===== src/rtl/sha512_hash_engine_top_defines.svh =====
// Assertion macros used by the SHA-512 controller.
`ifndef SHA512_HASH_ENGINE_TOP_DEFINES_SVH
`define SHA512_HASH_ENGINE_TOP_DEFINES_SVH
// Checks that an implication holds at every clock edge outside reset.
`define SHA_ASSERT_IMPL(label, clk, rst, pre, post, msg) \
  label: assert property (@(posedge clk) disable iff (rst) (pre) |-> (post)) else $error(msg);
// Checks that a condition holds in the cycle after a trigger.
`define SHA_ASSERT_NEXT(label, clk, rst, pre, post, msg) \
  label: assert property (@(posedge clk) disable iff (rst) (pre) |=> (post)) else $error(msg);
`endif


===== src/rtl/sha512_pkg.sv =====
// Package with types, constants and round functions for the SHA-512 engine.
package sha512_pkg;

  localparam int WordW = 64;
  localparam int RoundW = 7;
  localparam int NumRounds = 80;

  typedef enum logic [2:0] {
    ST_IDLE,
    ST_ROUND,
    ST_FOLD,
    ST_PAD,
    ST_EMIT
  } state_t;

  typedef struct packed {
    logic       load_word;
    logic       final_word;
    logic [3:0] byte_count;
    logic       start_block;
    logic       round_step;
    logic       fold;
    logic       pad;
    logic       pad_len;
    logic       restart;
    logic       emit_step;
  } cmd_t;

  typedef struct packed {
    logic       block_full;
    logic       need_extra;
    logic       rounds_done;
    logic       emit_done;
    logic [6:0] bytes_filled;
  } status_t;

  function automatic logic [63:0] rotr(input logic [63:0] x, input int n);
    rotr = (x >> n) | (x << (64 - n));
  endfunction

  function automatic logic [63:0] round_const(input logic [RoundW-1:0] i);
    logic [63:0] k [0:79];
    k = '{
      64'h428a2f98d728ae22, 64'h7137449123ef65cd, 64'hb5c0fbcfec4d3b2f, 64'he9b5dba58189dbbc,
      64'h3956c25bf348b538, 64'h59f111f1b605d019, 64'h923f82a4af194f9b, 64'hab1c5ed5da6d8118,
      64'hd807aa98a3030242, 64'h12835b0145706fbe, 64'h243185be4ee4b28c, 64'h550c7dc3d5ffb4e2,
      64'h72be5d74f27b896f, 64'h80deb1fe3b1696b1, 64'h9bdc06a725c71235, 64'hc19bf174cf692694,
      64'he49b69c19ef14ad2, 64'hefbe4786384f25e3, 64'h0fc19dc68b8cd5b5, 64'h240ca1cc77ac9c65,
      64'h2de92c6f592b0275, 64'h4a7484aa6ea6e483, 64'h5cb0a9dcbd41fbd4, 64'h76f988da831153b5,
      64'h983e5152ee66dfab, 64'ha831c66d2db43210, 64'hb00327c898fb213f, 64'hbf597fc7beef0ee4,
      64'hc6e00bf33da88fc2, 64'hd5a79147930aa725, 64'h06ca6351e003826f, 64'h142929670a0e6e70,
      64'h27b70a8546d22ffc, 64'h2e1b21385c26c926, 64'h4d2c6dfc5ac42aed, 64'h53380d139d95b3df,
      64'h650a73548baf63de, 64'h766a0abb3c77b2a8, 64'h81c2c92e47edaee6, 64'h92722c851482353b,
      64'ha2bfe8a14cf10364, 64'ha81a664bbc423001, 64'hc24b8b70d0f89791, 64'hc76c51a30654be30,
      64'hd192e819d6ef5218, 64'hd69906245565a910, 64'hf40e35855771202a, 64'h106aa07032bbd1b8,
      64'h19a4c116b8d2d0c8, 64'h1e376c085141ab53, 64'h2748774cdf8eeb99, 64'h34b0bcb5e19b48a8,
      64'h391c0cb3c5c95a63, 64'h4ed8aa4ae3418acb, 64'h5b9cca4f7763e373, 64'h682e6ff3d6b2b8a3,
      64'h748f82ee5defb2fc, 64'h78a5636f43172f60, 64'h84c87814a1f0ab72, 64'h8cc702081a6439ec,
      64'h90befffa23631e28, 64'ha4506cebde82bde9, 64'hbef9a3f7b2c67915, 64'hc67178f2e372532b,
      64'hca273eceea26619c, 64'hd186b8c721c0c207, 64'heada7dd6cde0eb1e, 64'hf57d4f7fee6ed178,
      64'h06f067aa72176fba, 64'h0a637dc5a2c898a6, 64'h113f9804bef90dae, 64'h1b710b35131c471b,
      64'h28db77f523047d84, 64'h32caab7b40c72493, 64'h3c9ebe0a15c9bebc, 64'h431d67c49c100d4c,
      64'h4cc5d4becb3e42b6, 64'h597f299cfc657e2a, 64'h5fcb6fab3ad6faec, 64'h6c44198c4a475817};
    round_const = k[i];
  endfunction

  function automatic logic [63:0] init_value(input logic mode, input logic [2:0] i);
    logic [63:0] v [0:15];
    v = '{
      64'h6a09e667f3bcc908, 64'hbb67ae8584caa73b, 64'h3c6ef372fe94f82b, 64'ha54ff53a5f1d36f1,
      64'h510e527fade682d1, 64'h9b05688c2b3e6c1f, 64'h1f83d9abfb41bd6b, 64'h5be0cd19137e2179,
      64'hcbbb9d5dc1059ed8, 64'h629a292a367cd507, 64'h9159015a3070dd17, 64'h152fecd8f70e5939,
      64'h67332667ffc00b31, 64'h8eb44a8768581511, 64'hdb0c2e0d64f98fa7, 64'h47b5481dbefa4fa4};
    init_value = v[{mode, i}];
  endfunction

endpackage


===== src/rtl/sha512_ctrl.sv =====
// Controller state machine that sequences loading, rounds, padding and output.
`include "sha512_hash_engine_top_defines.svh"
module sha512_ctrl (
  input  logic                  clk,
  input  logic                  rst,
  input  logic                  s_axis_tvalid,
  output logic                  s_axis_tready,
  input  logic [3:0]            in_byte_count,
  input  logic                  in_final,
  input  logic                  m_axis_tready,
  input  logic                  m_axis_tvalid,
  input  logic                  cfg_we,
  input  sha512_pkg::status_t   status,
  output sha512_pkg::cmd_t      cmd
);

  sha512_pkg::state_t state, state_next;
  logic fin, fin_next;
  logic len_pending, len_pending_next;
  logic len_only, len_only_next;

  always_ff @(posedge clk) begin
    if (rst) begin
      state <= sha512_pkg::ST_IDLE;
      fin <= 1'b0;
      len_pending <= 1'b0;
      len_only <= 1'b0;
    end else begin
      state <= state_next;
      fin <= fin_next;
      len_pending <= len_pending_next;
      len_only <= len_only_next;
    end
  end

  logic take;
  logic [6:0] filled_after;
  logic [3:0] n_clamped;
  assign take = s_axis_tvalid && s_axis_tready;
  assign n_clamped = (in_byte_count > 4'd8) ? 4'd8 : in_byte_count;
  assign filled_after = status.bytes_filled + (in_final ? {3'd0, n_clamped} : 7'd8);

  always_comb begin
    state_next = state;
    fin_next = fin;
    len_pending_next = len_pending;
    len_only_next = len_only;
    unique case (state)
      sha512_pkg::ST_IDLE: begin
        if (cfg_we) begin
          state_next = sha512_pkg::ST_IDLE;
        end else if (take) begin
          fin_next = in_final;
          if ({1'b0, status.bytes_filled} + {4'd0, (in_final ? n_clamped : 4'd8)} >= 8'd128) begin
            state_next = sha512_pkg::ST_ROUND;
          end else if (in_final) begin
            state_next = sha512_pkg::ST_PAD;
          end
        end
      end
      sha512_pkg::ST_ROUND: begin
        if (status.rounds_done) begin
          state_next = sha512_pkg::ST_FOLD;
        end
      end
      sha512_pkg::ST_FOLD: begin
        if (!fin) begin
          state_next = sha512_pkg::ST_IDLE;
        end else if (len_pending) begin
          state_next = sha512_pkg::ST_PAD;
        end else begin
          state_next = sha512_pkg::ST_EMIT;
        end
      end
      sha512_pkg::ST_PAD: begin
        state_next = sha512_pkg::ST_ROUND;
        len_pending_next = status.need_extra && !len_only;
        len_only_next = status.need_extra && !len_only;
      end
      sha512_pkg::ST_EMIT: begin
        if (m_axis_tvalid && m_axis_tready && status.emit_done) begin
          state_next = sha512_pkg::ST_IDLE;
          fin_next = 1'b0;
        end
      end
      default: state_next = sha512_pkg::ST_IDLE;
    endcase
    if (state == sha512_pkg::ST_IDLE && take && in_final) begin
      len_pending_next = 1'b1;
    end
  end

  always_comb begin
    cmd = '0;
    s_axis_tready = (state == sha512_pkg::ST_IDLE) && !cfg_we;
    cmd.byte_count = in_byte_count;
    cmd.final_word = in_final;
    cmd.restart = cfg_we;
    unique case (state)
      sha512_pkg::ST_IDLE: begin
        cmd.load_word = take;
        cmd.start_block = take && (filled_after == 7'd0 || filled_after[6:0] < status.bytes_filled
                          || ({1'b0, status.bytes_filled} + {4'd0, n_clamped} >= 8'd128));
      end
      sha512_pkg::ST_ROUND: cmd.round_step = 1'b1;
      sha512_pkg::ST_FOLD:  cmd.fold = 1'b1;
      sha512_pkg::ST_PAD: begin
        cmd.pad = 1'b1;
        cmd.pad_len = len_only;
        cmd.start_block = 1'b1;
      end
      sha512_pkg::ST_EMIT: begin
        cmd.emit_step = m_axis_tvalid && m_axis_tready;
        cmd.restart = m_axis_tvalid && m_axis_tready && status.emit_done;
      end
      default: cmd = '0;
    endcase
  end

  `SHA_ASSERT_IMPL(a_ready_idle, clk, rst, s_axis_tready, state == sha512_pkg::ST_IDLE,
                   "input ready outside idle")
  `SHA_ASSERT_IMPL(a_emit_only, clk, rst, m_axis_tvalid, state == sha512_pkg::ST_EMIT,
                   "output valid outside emit")
  `SHA_ASSERT_NEXT(a_round_to_fold, clk, rst,
                   state == sha512_pkg::ST_ROUND && status.rounds_done,
                   state == sha512_pkg::ST_FOLD, "rounds did not fold")

endmodule


===== config.mk =====
export PLATFORM = sky130hd
export DESIGN_NAME = sha512_ctrl
export DESIGN_NICKNAME = d
export VERILOG_FILES = /design/src/rtl/sha512_pkg.sv /design/src/rtl/sha512_ctrl.sv
export VERILOG_INCLUDE_DIRS = /design/src /design/src/rtl
export SDC_FILE = /design/constraint.sdc
export NUM_CORES = 1
export LEC_CHECK = 0
export BUFFER_PORTS_ARGS = -buffer_cell sky130_fd_sc_hd__buf_2
export CAP_MARGIN = 40
export CORE_UTILIZATION = 49
export DETAILED_ROUTE_END_ITERATION = 10
export PLACE_DENSITY_LB_ADDON = 0.25
export SKIP_LAST_GASP = 1
export SYNTH_ARGS = -nofsm -noshare
export SYNTH_HDL_FRONTEND = slang
export SYNTH_SLANG_ARGS = --single-unit

===== constraint.sdc =====
create_clock -name clk -period 4.8 [get_ports clk]
set_input_delay 0.96 -clock clk [delete_from_list [all_inputs] [get_ports clk]]
set_output_delay 0.96 -clock clk [all_outputs]
set_load 0.01 [all_outputs]

### Word level (Yosys, flattened, before mapping)

Cells that the tools add are included.

| word-level totals | value |
|---|---|
| register bits | 6 |
| bits in latches | 0 |
| RAM bits | 0 |
| bits in read-only memories | 0 |
| bits of input ports | 22 |
| word-level logic and storage cells | 66 |
| memories | 0 |

| operators by class | value |
|---|---|
| add/sub/neg operators | 3 |
| multiply operators | 0 |
| div/mod/pow operators | 0 |
| magnitude comparators | 4 |
| eq/ne operators | 10 |
| shift-type cells | 0 |
| muxes and demuxes | 25 |
| bitwise logic cells | 0 |
| reductions and logical operators | 20 |

Operator list:

| cell | number |
|---|---|
| two-way mux 3 bit | 8 |
| adder 7 x 4 -> 8 bit | 2 |
| greater-or-equal comparator 8 bit, second input constant | 2 |
| case mux 3 bit (5 select lines) | 1 |
| two-way mux 4 bit | 3 |
| logical AND 1 bit | 8 |
| two-way mux 1 bit | 8 |
| inequality test 2 bit, second input constant | 4 |
| AND reduction 4 bit | 2 |
| adder 7 x 4 -> 7 bit | 1 |
| logical NOT 7 bit | 1 |
| < comparator 7 bit | 1 |
| == test 3 x 2 -> 1 bit, second input constant | 2 |
| two-way mux 5 bit | 1 |
| OR reduction 5 bit | 1 |
| greater-than comparator 4 bit, second input constant | 1 |
| inequality test 4 bit, second input constant | 1 |
| case mux 1 bit (2 select lines) | 2 |
| case mux 2 bit (2 select lines) | 1 |
| nonzero test 2 bit | 2 |
| OR reduction 4 bit | 1 |
| == test 3 x 1 -> 1 bit, second input constant | 1 |
| == test 3 bit, second input constant | 1 |
| logical NOT 3 bit | 1 |
| other kinds (4) | 6 |

### Longest topological paths before layout

| logic depth | value |
|---|---|
| word-level depth | 9 |
| mapped depth | 13 |
| gate-level depth less buffers | 13 |

### Least setup slack after synthesis

No wires, ideal clock.

| timing | value |
|---|---|
| kind | input to output |
| from | input port in_final |
| to | output port cmd[6] (netlist name) |
| arrival time | 3.309 ns |
| setup slack | 0.531 ns |
| stages on the path | 12 |
| buffers on the path | 0 |
| path through | inv_1 -> nor2_1 -> and2_1 -> ha_1 -> inv_1 -> fa_1 -> inv_1 -> ha_1 -> a21o_1 -> a311o_1 -> a22o_1 -> a21oi_2 |

RTL lines:

| item | line | source |
|---|---|---|
| from (decl) | sha512_ctrl.sv:9 | `input logic in_final,` |
| to (decl) | sha512_ctrl.sv:14 | `output sha512_pkg::cmd_t cmd` |

==> results <==
- The run finished with clean final reports.
- Entering global routing, the biggest net connects 11 pins.
- The initial standard-cell utilization of the core is 53.33%.
- The CTS tree is built.
- After routing, the total negative slack on setup checks comes to 0 ps.
- The peak clock frequency supported by timing is 0.2178 GHz.
- The antenna diode count is 0.
- The final layout contains 191 nets.
- The count of routing violations after the opening detailed-route iteration is 24.
- The startpoint class of the critical path is an input pin.
- The share of flip-flops with an asynchronous set or reset after synthesis is 0%.
- For this run, global-route usage on met1 was measured as 28.20%.
- Once the clock tree was built, the setup fixing pass inserted 0 buffers.
- The class of the tightest hold or removal check is reg2reg.
- The data arrival time of the critical path is 3630 ps.
- Global routing consumed, on the met2 layer, 36.00% of the routing resources.
- The clock insertion delay at the later pin of the skew report is 250 ps.
- The clock group share of total power is 21.0%.
- Yosys mapped a number of flops with a built-in enable equal to 0.
- The number of clock sinks seen by CTS is 6.
- The power per cell area is 204.1 nW/um^2.
- For this block, the routed nets add up to 2089 um of wire.
- The routed design could run at a clock period as short as 4590 ps.
- Clock skew on the completed layout was measured at 7.447 ps.
- The clock transition time at the flip-flop clock pins of the worst setup and hold paths is 40 ps.
- The global routing usage on met3 is 4.762%.
- The most common cell in the synthesized netlist is sky130_fd_sc_hd__inv_1.
- The final clock period utilization by the worst path is 95.63%.
- Across all hold checks on the routed design, the worst slack comes to 476.6 ps.
- The top cell type by total area after synthesis is sky130_fd_sc_hd__ha_1.
- Global routing used 21.40% of the available tracks.
- Internal power comes to 0.1394 mW.
- The critical path required time is 3840 ps.
- After technology mapping, the gate count stands at 121.
- The width of the die is 45.82 um.
- The peak ir drop on the vdd network is 0.0001335 V.
- The sequential element share of the synthesized area is 12.77%.
- The type of destination of the critical path is a primary output.
- Yosys attributes the largest share of cell area to sky130_fd_sc_hd__ha_1, sky130_fd_sc_hd__dfxtp_1, sky130_fd_sc_hd__and2_1.
- Before antenna repair, the detailed router went through 4 iterations.
- 36 I/O pins were placed.
- In this run the number of H-tree levels came out at 1.
- Setup slack on the worst reg-to-reg path comes out at 3200 ps.
- The post-cts hold buffer count is 0.
- The number of standard-cell rows in the floorplan is 15.
- In this run, flip-flops and latches consume 29.6% of the power.
- Each instance of the synthesized netlist takes up on average 7.776 sq um.
- The headroom to the max-slew limit is 70.78%.
- The core footprint is 1764 sq um.
- Counting every net in the synthesized netlist gives 156.
- Routability-driven placement finished with a final weighted congestion of 0.7488.
- The deepest clock path buffer count is 2.
- Sorting the synthesized cells by how often they occur yields sky130_fd_sc_hd__inv_1, sky130_fd_sc_hd__ha_1, sky130_fd_sc_hd__nor2_1.
- The die area is 2099 sq um.
- The area taken by multi-input logic gates is 729.5 sq um.
- Summed over all cells, the static leakage comes to 0.5652 nW.
- The switching power share of the total is 39.75%.
- The post-detailed-route via-to-cell ratio is 5.291.
- The number of hold violations in the final report is 0.
- Setup violations remaining at the end of the flow were counted as 0.
- The flop and latch count out of synthesis is 6.
- During synthesis, Yosys emitted a total of 0 warnings.
- The count of buffers added on input and output ports is 34.
- The die is 45.82 um tall.
- Clock tree synthesis selected as its root buffer the cell sky130_fd_sc_hd__clkbuf_4.
- The number of vias after detailed routing is 947.
- The number of antenna violations at the first check in global routing is 0.
- The TritonCTS buffer count is 3.
- met2 is the most crowded layer.
- The synthesized netlist occupies a cell area of 940.9 sq um.
- Setup repair after global routing left no endpoint under its margin.
- Counting the fill cells in the layout gives 192.
- The number of global-route vias before repair is 829.
- The flip-flop and latch area is 120.1 sq um.
- The largest driver fanout on the critical path is 6.
- The first global-routing pass estimated 3305 um of wire.
- The detail route stage leaves a number of antenna-violating nets equal to 0.
- The fraction of layout instances using a drive strength above 1 is 33.12%.
- At the pin with the least slew margin, the transition time is 434.6 ps.
- Summed over all nets, the half-perimeter wirelength after detailed placement is 1682 um.
- In the routed design, unresolved DRC markers number 0.
- The worst setup path is of the in2out kind.
- For this run, the leading register cell type out of synthesis is sky130_fd_sc_hd__dfxtp_1.
- Max-cap violations in this run came to 0.
- The max-slew violation count is 0.
- Compared with the post-synthesis result, the final layout area differs by 20.48%.
- For this run the aggregate overflow at the end of global routing stands at 0.
- The count of distinct cell types in the synthesized netlist is 43.
- In this run the biggest area consumer among cell types represents 15.96% of the synthesized area.
- Once the clock tree was built, the resizer swapped 0 gates to a different size.
- The average wire length per cell after detail routing is 11.67 um.
- The part of the power in combinational logic is 49.5%.
- The net switching component of the power is 0.09195 mW.
worst max-delay path, cell delays in order:
cell                      delay [ps]
sky130_fd_sc_hd__buf_2           130
sky130_fd_sc_hd__nor2_1          220
sky130_fd_sc_hd__and2_1          160
sky130_fd_sc_hd__ha_1            270
sky130_fd_sc_hd__a21oi_1         240
sky130_fd_sc_hd__a21oi_2         110
sky130_fd_sc_hd__o21a_1          180
sky130_fd_sc_hd__ha_1            400
sky130_fd_sc_hd__nand2_8          50
sky130_fd_sc_hd__or3_1           310
sky130_fd_sc_hd__o311a_1         350
sky130_fd_sc_hd__a21oi_2         120
sky130_fd_sc_hd__buf_2           130
state kept, by name, indices dropped and copies added, names as in the netlist:
register     flops
state            3
len_only         1
fin              1
len_pending      1
final timing paths:
check,depth (start not counted),endpoint,from
max,13,cmd[6],in_byte_count[3]
min,2,len_only,len_only
max reg2reg,5,state[0],state[2]
min reg2reg,2,len_only,len_only
layer usage:
| metal | share of wire (%) | wire [um] | vias to the layer above |
|---|---|---|---|
| met5 | 0 | 0 | - |
| met1 | 51 | 1063 | 427 |
| met4 | 0.48 | 10 | 0 |
| met2 | 43 | 902 | 29 |
| li1 | - | - | 489 |
| met3 | 5.4 | 112 | 2 |
through the flow:
| step | worst slack, ps | total power, mW | std cells | utilization (%) | cell area (sq um) |
|---|---|---|---|---|---|
| after floorplan | 530.5 | 0.1532 | 121 | - | 940.9 |
| after global placement | 248.8 | 0.1788 | 176 | 62.98 | 1111 |
| after detailed placement | 213.7 | 0.1821 | 176 | 62.98 | 1111 |
| after CTS | 204.4 | 0.2314 | 179 | 64.26 | 1134 |
| after global routing | 76.59 | 0.2498 | 179 | 64.26 | 1134 |
| final | 209.6 | 0.2313 | 179 | 64.26 | 1134 |
placed cells by master (no fill, tap or decap), types with 3 or more instances in the layout:
master,instances
sky130_fd_sc_hd__xnor2_1,3
sky130_fd_sc_hd__nand2_1,6
sky130_fd_sc_hd__a21oi_2,3
sky130_fd_sc_hd__inv_1,13
sky130_fd_sc_hd__clkbuf_4,3
sky130_fd_sc_hd__nor2_1,10
sky130_fd_sc_hd__and2_1,9
sky130_fd_sc_hd__nor2b_1,3
sky130_fd_sc_hd__a21oi_1,9
sky130_fd_sc_hd__nand3_1,3
sky130_fd_sc_hd__dfxtp_1,6
sky130_fd_sc_hd__o21ai_0,4
sky130_fd_sc_hd__ha_1,12
sky130_fd_sc_hd__buf_2,34
sky130_fd_sc_hd__nand3b_1,3
cell type report:
type | count | area share, %
clock buffers | 3 | 1.987
repair buffers | 35 | 15.67
flip-flops and latches | 6 | 10.60
multi-input cells | 96 | 64.35
well taps | 25 | 2.759
inverters | 14 | 4.636
kinds of logic (layout without fill, tap and decap cells):
| kind of cell | after synthesis | count (layout) | share of synthesized area, % |
|---|---|---|---|
| multiplexers | 2 | 2 | 2.261 |
| XOR/XNOR | 3 | 3 | 2.793 |
| buffers and inverters | 19 | 52 | 9.707 |
| AND/OR/NAND/NOR | 49 | 49 | 33.38 |
| flip-flops | 6 | 6 | 12.77 |
| AO/OA/AOI/OAI | 29 | 29 | 21.01 |
| adder cells (fa/ha/maj) | 13 | 13 | 18.08 |
power by group through the flow:
stage / registers (mW) / clock network [mW] / logic, mW
after floorplan: 0.0587 / 0 / 0.0944
after global placement: 0.0682 / 0 / 0.111
after detailed placement: 0.0684 / 0 / 0.114
after CTS: 0.0677 / 0.0489 / 0.115
after global routing: 0.0695 / 0.0521 / 0.128
final: 0.0684 / 0.0486 / 0.114
No activity file was read; power rests on OpenSTA's default activity.
